### config.mk
export PLATFORM = sky130hd
export DESIGN_NAME = checked_frame_deframer_field_extract
export DESIGN_NICKNAME = d
export VERILOG_FILES = /design/src/sv/cfd_pkg.sv /design/src/sv/cfd_frame.sv /design/src/sv/cfd_extract.sv /design/src/sv/checked_frame_deframer_field_extract.sv
export SDC_FILE = /design/constraint.sdc
export NUM_CORES = 1
export LEC_CHECK = 0
export BUFFER_PORTS_ARGS = -buffer_cell sky130_fd_sc_hd__buf_4
export CORE_MARGIN = 4
export CORE_UTILIZATION = 55
export CTS_BUF_LIST = sky130_fd_sc_hd__clkbuf_8
export DETAILED_ROUTE_END_ITERATION = 10
export HOLD_SLACK_MARGIN = 0.1
export PLACE_DENSITY = 0.79
export SLEW_MARGIN = 20
export SYNTH_ARGS = -nofsm -noshare
export SYNTH_HDL_FRONTEND = slang
export SYNTH_SLANG_ARGS = --single-unit
### constraint.sdc
create_clock -name clk -period 11.65 [get_ports clk]
set_input_delay 0 -clock clk [delete_from_list [all_inputs] [get_ports clk]]
set_output_delay 0 -clock clk [all_outputs]
set_load 0.005 [all_outputs]
### src/sv/cfd_pkg.sv
package cfd_pkg;

	localparam int unsigned FRAME_BYTES = 128;
	localparam int unsigned KEPT_DEPTH  = 10;
	localparam int unsigned KEPT_IDX_W  = $clog2(KEPT_DEPTH + 1);

	localparam logic [7:0]  OPEN_MARK  = 8'h24;
	localparam logic [7:0]  CLOSE_MARK = 8'h23;
	localparam logic [7:0]  COMMA      = 8'h2c;
	localparam logic [15:0] NO_ID      = 16'd999;

	localparam logic [7:0] CLASS_PAIR_ID = 8'd4;
	localparam logic [7:0] CLASS_BYTE_A  = 8'd7;
	localparam logic [7:0] CLASS_BYTE_B  = 8'd8;
	localparam logic [7:0] CLASS_FIRST_A = 8'd10;
	localparam logic [7:0] CLASS_FIRST_B = 8'd11;
	localparam logic [7:0] BOX_CLASS_LO  = 8'd1;
	localparam logic [7:0] BOX_CLASS_HI  = 8'd9;

	typedef logic [KEPT_DEPTH-1:0][7:0] kept_t;

	typedef struct packed {
		logic       good;
		logic [7:0] class_byte;
	} frame_view_t;

	typedef struct packed {
		logic [7:0]  class_code;
		logic [15:0] box_x;
		logic [15:0] box_y;
		logic [15:0] box_w;
		logic [15:0] box_h;
		logic [15:0] object_id;
	} result_t;

endpackage

### src/sv/cfd_frame.sv
module cfd_frame #(
	parameter int unsigned FRAME_BYTES = cfd_pkg::FRAME_BYTES
) (
	input  logic                clk,
	input  logic                arst_n,
	input  logic                step,
	input  logic [7:0]          rx_byte,
	output cfd_pkg::frame_view_t view,
	output cfd_pkg::kept_t      kept
);

	localparam logic [7:0] FRAME_LIMIT = 8'(FRAME_BYTES);
	localparam logic [cfd_pkg::KEPT_IDX_W-1:0] KEPT_FULL =
		cfd_pkg::KEPT_IDX_W'(cfd_pkg::KEPT_DEPTH);

	logic                           in_frame_q;
	logic                           length_known_q;
	logic [7:0]                     frame_length_q;
	logic [7:0]                     stored_count_q;
	logic [7:0]                     byte_sum_q;
	logic [7:0]                     last_byte_q;
	logic [7:0]                     class_byte_q;
	logic [7:0]                     payload_count_q;
	logic                           comma_skipped_q;
	logic [cfd_pkg::KEPT_IDX_W-1:0] kept_count_q;
	cfd_pkg::kept_t                 kept_q;

	logic       closing;
	logic       in_payload;
	logic [7:0] payload_pos;

	assign closing = (rx_byte == cfd_pkg::CLOSE_MARK) && length_known_q &&
		(stored_count_q == frame_length_q);
	assign payload_pos = stored_count_q - 8'd4;
	assign in_payload = (stored_count_q >= 8'd4) && (payload_pos < payload_count_q);

	assign view.good = step && in_frame_q && closing &&
		((byte_sum_q - last_byte_q) == last_byte_q);
	assign view.class_byte = class_byte_q;
	assign kept = kept_q;

	always_ff @(posedge clk or negedge arst_n) begin
		if (!arst_n) begin
			in_frame_q      <= 1'b0;
			length_known_q  <= 1'b0;
			frame_length_q  <= '0;
			stored_count_q  <= '0;
			byte_sum_q      <= '0;
			last_byte_q     <= '0;
			class_byte_q    <= '0;
			payload_count_q <= '0;
			comma_skipped_q <= 1'b0;
			kept_count_q    <= '0;
			kept_q          <= '0;
		end else if (step) begin
			if (!in_frame_q) begin
				if (rx_byte == cfd_pkg::OPEN_MARK) begin
					in_frame_q      <= 1'b1;
					length_known_q  <= 1'b0;
					frame_length_q  <= '0;
					stored_count_q  <= '0;
					byte_sum_q      <= '0;
					last_byte_q     <= '0;
					class_byte_q    <= '0;
					payload_count_q <= '0;
					comma_skipped_q <= 1'b0;
					kept_count_q    <= '0;
					kept_q          <= '0;
				end
			end else if (closing || stored_count_q >= FRAME_LIMIT) begin
				in_frame_q <= 1'b0;
			end else begin
				case (stored_count_q)
					8'd0: begin
						frame_length_q <= rx_byte;
						length_known_q <= 1'b1;
					end
					8'd1: class_byte_q <= rx_byte;
					8'd3: payload_count_q <= rx_byte;
					default: begin
						if (in_payload) begin
							if (rx_byte == cfd_pkg::COMMA && !comma_skipped_q) begin
								comma_skipped_q <= 1'b1;
							end else begin
								comma_skipped_q <= 1'b0;
								if (kept_count_q < KEPT_FULL) begin
									kept_q[kept_count_q] <= rx_byte;
									kept_count_q <= kept_count_q + 1'b1;
								end
							end
						end
					end
				endcase
				byte_sum_q     <= byte_sum_q + rx_byte;
				last_byte_q    <= rx_byte;
				stored_count_q <= stored_count_q + 8'd1;
			end
		end
	end

endmodule

### src/sv/cfd_extract.sv
module cfd_extract (
	input  logic [7:0]       class_byte,
	input  cfd_pkg::kept_t   kept,
	output cfd_pkg::result_t res
);

	logic has_box;

	always_comb begin
		has_box = class_byte inside {[cfd_pkg::BOX_CLASS_LO:cfd_pkg::BOX_CLASS_HI]};
		res.class_code = class_byte;
		res.box_x = has_box ? {kept[1], kept[0]} : 16'd0;
		res.box_y = has_box ? {kept[3], kept[2]} : 16'd0;
		res.box_w = has_box ? {kept[5], kept[4]} : 16'd0;
		res.box_h = has_box ? {kept[7], kept[6]} : 16'd0;
		case (class_byte)
			cfd_pkg::CLASS_PAIR_ID: res.object_id = {kept[8], kept[9]};
			cfd_pkg::CLASS_BYTE_A,
			cfd_pkg::CLASS_BYTE_B:  res.object_id = {8'd0, kept[8]};
			cfd_pkg::CLASS_FIRST_A,
			cfd_pkg::CLASS_FIRST_B: res.object_id = {8'd0, kept[0]};
			default:                res.object_id = cfd_pkg::NO_ID;
		endcase
	end

endmodule

### src/sv/checked_frame_deframer_field_extract.sv
// A closing '#' passes the byte register; its result is loaded into res_q.
// Throughput: one byte per cycle; the byte register advances whenever the
// result register is empty or being taken.
// Reset (arst_n, asynchronous, active low) clears all frame state and both
// valid flags; the block waits for '$'.
module checked_frame_deframer_field_extract #(
	parameter int unsigned FRAME_BYTES = cfd_pkg::FRAME_BYTES
) (
	input  logic        clk,
	input  logic        arst_n,
	input  logic        rx_valid,
	output logic        rx_stall,
	input  logic [7:0]  rx_byte,
	output logic        res_valid,
	input  logic        res_stall,
	output logic [7:0]  class_code,
	output logic [15:0] box_x,
	output logic [15:0] box_y,
	output logic [15:0] box_w,
	output logic [15:0] box_h,
	output logic [15:0] object_id
);

	logic                 valid_s1;
	logic [7:0]           byte_s1;
	logic                 advance;
	logic                 res_load;
	cfd_pkg::frame_view_t view;
	cfd_pkg::kept_t       kept;
	cfd_pkg::result_t     res_d;
	cfd_pkg::result_t     res_q;

	assign advance  = !res_valid || !res_stall;
	assign rx_stall = valid_s1 && !advance;
	assign res_load = view.good;

	always_ff @(posedge clk or negedge arst_n) begin
		if (!arst_n) begin
			valid_s1 <= 1'b0;
		end else if (!rx_stall) begin
			valid_s1 <= rx_valid;
		end
	end

	always_ff @(posedge clk) begin
		if (!rx_stall && rx_valid) begin
			byte_s1 <= rx_byte;
		end
	end

	cfd_frame #(
		.FRAME_BYTES (FRAME_BYTES)
	) u_frame (
		.clk     (clk),
		.arst_n  (arst_n),
		.step    (valid_s1 && advance),
		.rx_byte (byte_s1),
		.view    (view),
		.kept    (kept)
	);

	cfd_extract u_extract (
		.class_byte (view.class_byte),
		.kept       (kept),
		.res        (res_d)
	);

	always_ff @(posedge clk or negedge arst_n) begin
		if (!arst_n) begin
			res_valid <= 1'b0;
		end else if (res_load) begin
			res_valid <= 1'b1;
		end else if (!res_stall) begin
			res_valid <= 1'b0;
		end
	end

	always_ff @(posedge clk) begin
		if (res_load) begin
			res_q <= res_d;
		end
	end

	assign class_code = res_q.class_code;
	assign box_x      = res_q.box_x;
	assign box_y      = res_q.box_y;
	assign box_w      = res_q.box_w;
	assign box_h      = res_q.box_h;
	assign object_id  = res_q.object_id;

	// result register never overwritten while a stalled result waits
	assert property (@(posedge clk) disable iff (!arst_n)
		res_load |-> !(res_valid && res_stall))
		else $error("result overwritten while stalled");

	assert property (@(posedge clk) disable iff (!arst_n)
		res_load |=> res_valid)
		else $error("loaded result not presented");

	assert property (@(posedge clk) disable iff (!arst_n)
		rx_stall |-> (valid_s1 && res_valid && res_stall))
		else $error("input stalled without back-pressure");

	assert property (@(posedge clk) disable iff (!arst_n)
		(res_valid && (class_code == 8'd0 || class_code > cfd_pkg::BOX_CLASS_HI)) |->
		(box_x == 16'd0 && box_y == 16'd0 && box_w == 16'd0 && box_h == 16'd0))
		else $error("box fields set for a class without box");

endmodule

==> flow_summary_export.csv <==
group,metric,value,unit
timing,timing.final.crit_period,3.29,ns
place,io_buffers,101,
cts,clock_latency,0.53,ns
pwr,finalPower,1580,uW
critical_path,rr_worst_depth,7,
critical_path,crit_path_start,"byte_s1[4]",
critical_path,cpPeakStageDelay,0.61,ns
floorplanning,core-area,18800,sq um
global_routing,grtUsageMet2,36.5,%
floorplanning,chipWidth,146,um
global_routing,busiest_layer,"met2",
synth,ys_warn_count,0,
place,dp.cells,1162,
timing,drv_slew,0,
drt,vias,6997,
timing,holdWs,0.177,ns
floorplanning,die_y,146,um
drt,ant_nets,0,
cts,tritoncts,"done",
layout,num_antenna_cells,0,
synth,synth_top_family_by_area,"simple AND/OR/NAND/NOR gates",
cts,htree_levels,2,
critical_path,r2r_setup_slack,8.36,ns
synth,synth_area_per_cell,12.2,sq um
timing,skew,0.0264,ns
global_routing,track_usage,22.0,%
critical_path,start_kind,"register",
critical_path,path_class,"reg2reg",
drt,first_iter_violations,594,
critical_path,rr_endpoint,"box_h[5]",
layout,fin_nets,1026,
critical_path,rr_startpoint,"byte_s1[4]",
synth,synth-main-ff-cell,"dfrtp_1",
place,routabilityCongestion,0.874,
synth,synthMuxAreaShare,7.91,%
global_routing,grt_use_met3,4.07,%
layout,final_common_cell,"dfrtp_1",
pwr,leakage,0.00578,uW
cts,clk_pin_slew,0.06,ns
floorplanning,rows,50,
global_routing,grt_pass1_wl,38000,um
place,dp_hpwl,15100,um
outcome,status,"complete, no violations",
timing,relSlewSlack,33.9,%
synth,synth_fa_ha_area_share,4.19,%
cts,root_buffer,"clkbuf_8",
synth,synth-xor-area-share,2.50,%
timing,fin_setup_tns,0,ns
cts,clock_sinks,232,
synth,synth-compound-area-share,7.50,%
run,drv_cap,0,
critical_path,cp_data_required_time,11.80,ns
drt,firstDrtPassIters,6,
synth,ys_types,58,
synth,async_flop_share,58.6,%
drt,drt_wl_total,23100,um
drt,viasPerCell,5.62,
layout,layout_common_cells,"136 x dfrtp_1, 134 x nand2_1, 108 x buf_4",
synth,yosysSeqAreaShare,59.8,%
cts,numCtsBuffers,38,
layout,finalNonFillerCells,1244,
pwr,power_density,129,nW/um^2
layout,drive_above_1_share,17.5,%
synth,synthesis.area,10500,sq um
floorplanning,dieArea,21400,sq um
drt,wl_per_cell,18.6,um
cts,post_cts_resized,0,
cts,postCtsSetupBuffers,0,
critical_path,worstPathCellList,"nor4b_2 -> nand3_1 -> nor3_1 -> nor4b_1 -> nand3_1 -> nor3_2 -> buf_6",
timing,setup_violations,0,
pwr,vdd_drop_max,0.0712,mV
synth,synth_fp_nets,904,
timing,rsz0062_at_grt,"no",
global_routing,grt_remaining_overflow,0,
min_path,hp-class,"in2async",
timing,max_freq,0.304,GHz
synth,yosys.area_share.simple,15.4,%
synth,postSynthCellCount,858,
critical_path,arrival,3.43,ns
global_routing,gr-usage-met1,30.3,%
global_routing,grt_pass1_vias,7075,
timing,tightest_slew,0.992,ns
critical_path,worst_path_most_repeated_cell,"nand3_1",
timing,hold_viol,0,
cts,cts_buffer_depth,3,
floorplanning,initial_core_util,56.0,%
synth,synth_edf_count,96,
critical_path,crit_path_end_kind,"register",
critical_path,critPathMaxFanout,88,
layout,synthToLayoutAreaGrowth,17.0,%
global_routing,antenna_found_initial,0,
drt,route.detailed.drc,0,
critical_path,slowest_stage,"buf_6",
floorplanning,pin_count,102,
timing,finalCritPeriodShare,28.2,%
synth,ys_ff_latch,232,
global_routing,grt_max_degree,89,
==> cell families after synthesis <==
logic type | count (synthesis)
AOI/OAI and AO/OA | 107
xor gates and xnor gates | 30
buffers and inverters | 71
muxes | 83
DFF | 232
and+or+nand+nor | 301
adders and majority gates | 34
==> where the power goes <==
part	internal, uW	leakage [uW]	total, uW	switching (uW)
logic	27.6	0.00265	68.9	41.3
registers	856	0.00271	868	11.5
clock network	333	0.000432	646	313
==> synth_stat cells (2+ instances only) <==
| master | instances | area share (%) |
|---|---|---|
| nand2_1 | 134 | 4.8 |
| a21o_1 | 6 | 0.43 |
| a21oi_1 | 16 | 0.76 |
| mux2i_1 | 83 | 7.9 |
| and2_1 | 73 | 4.3 |
| xor2_1 | 9 | 0.75 |
| clkbuf_1 | 28 | 1.0 |
| nor4_1 | 2 | 0.12 |
| or4_1 | 2 | 0.14 |
| nor4b_1 | 2 | 0.17 |
| a22o_1 | 21 | 1.8 |
| nor3_1 | 11 | 0.52 |
| nor2_1 | 17 | 0.61 |
| o2bb2ai_1 | 3 | 0.25 |
| or3_1 | 2 | 0.12 |
| dfrtp_1 | 136 | 32 |
| o31a_1 | 2 | 0.17 |
| and3_1 | 10 | 0.60 |
| a31oi_1 | 2 | 0.12 |
| nand3_1 | 13 | 0.62 |
| nand4_1 | 6 | 0.36 |
| nand2b_1 | 4 | 0.24 |
| edfxtp_1 | 96 | 27 |
| o22ai_1 | 5 | 0.30 |
| or2_2 | 2 | 0.12 |
| ha_1 | 32 | 3.8 |
| o21ai_0 | 18 | 0.86 |
| inv_1 | 32 | 1.1 |
| a222oi_1 | 8 | 0.76 |
| nand3_4 | 7 | 1.2 |
| and4b_1 | 2 | 0.19 |
| o21a_1 | 4 | 0.29 |
| xnor2_1 | 21 | 1.8 |
| o31ai_1 | 6 | 0.43 |
| fa_1 | 2 | 0.38 |
| o211ai_1 | 4 | 0.29 |
| o21bai_1 | 4 | 0.29 |
| buf_2 | 9 | 0.43 |
| nand4_2 | 2 | 0.24 |
| nor2b_1 | 4 | 0.24 |
==> metrics by stage <==
step	util, %	setup slack, ns	area [sq um]
floorplan	-	3.13	10500
global placement	61.1	8.19	11500
detailed placement	61.1	8.15	11500
CTS	65.5	8.14	12300
global route	65.5	8.06	12300
finish	65.5	8.36	12300
==> flip-flops by register name (all words and copies together) (netlist names), 8 cells and up <==
| register | cells |
|---|---|
| u_frame.kept | 80 |
| box_h | 16 |
| box_w | 16 |
| box_x | 16 |
| box_y | 16 |
| object_id | 16 |
| byte_s1 | 8 |
| class_code | 8 |
| u_frame.byte_sum_q | 8 |
| u_frame.class_byte_q | 8 |
| u_frame.frame_length_q | 8 |
| u_frame.payload_count_q | 8 |
| u_frame.stored_count_q | 8 |
==> per-layer routing <==
layer / up-vias / share of wire, %
met2: 223 / 50
met3: 35 / 5.5
li1: 3284 / -
met4: 0 / 1.7
met1: 3455 / 43
met5: - / 0
==> worst max path at each step <==
| stage | endpoint | slack, ns |
|---|---|---|
| 6_report | box_h[5] | 8.36 |
| 5_1_grt | box_y[6] | 8.06 |
| 4_1_cts | object_id[10] | 8.14 |
| 3_5_place_dp | box_h[4] | 8.15 |
| 3_3_place_gp | object_id[6] | 8.19 |
| 2_1_floorplan | box_h[0] | 3.13 |
==> critical path: cells and delay by family, from the launching register on <==
family | cells | cell delay (ns)
buf+inv | 1 | 0.61
flops | 1 | 0.51
simple gates | 6 | 1.72
==> final cells by class <==
type                       instances  area (sq um)
inverter                          32           120
clock buffer                      42           578
tap                              234           293
fill                            1439          6470
timing repair buffer             121           942
multi-input combinational        555          3960
clock inverter                    28           118
sequential                       232          6290
==> what timing repair did <==
action | 4_1_cts | 5_1_grt
hold buffers | 12 | 0
endpoints found under the setup margin | 0 | 0
hold endpoints to repair | 94 | 0
(Power assumes the default switching activity.)
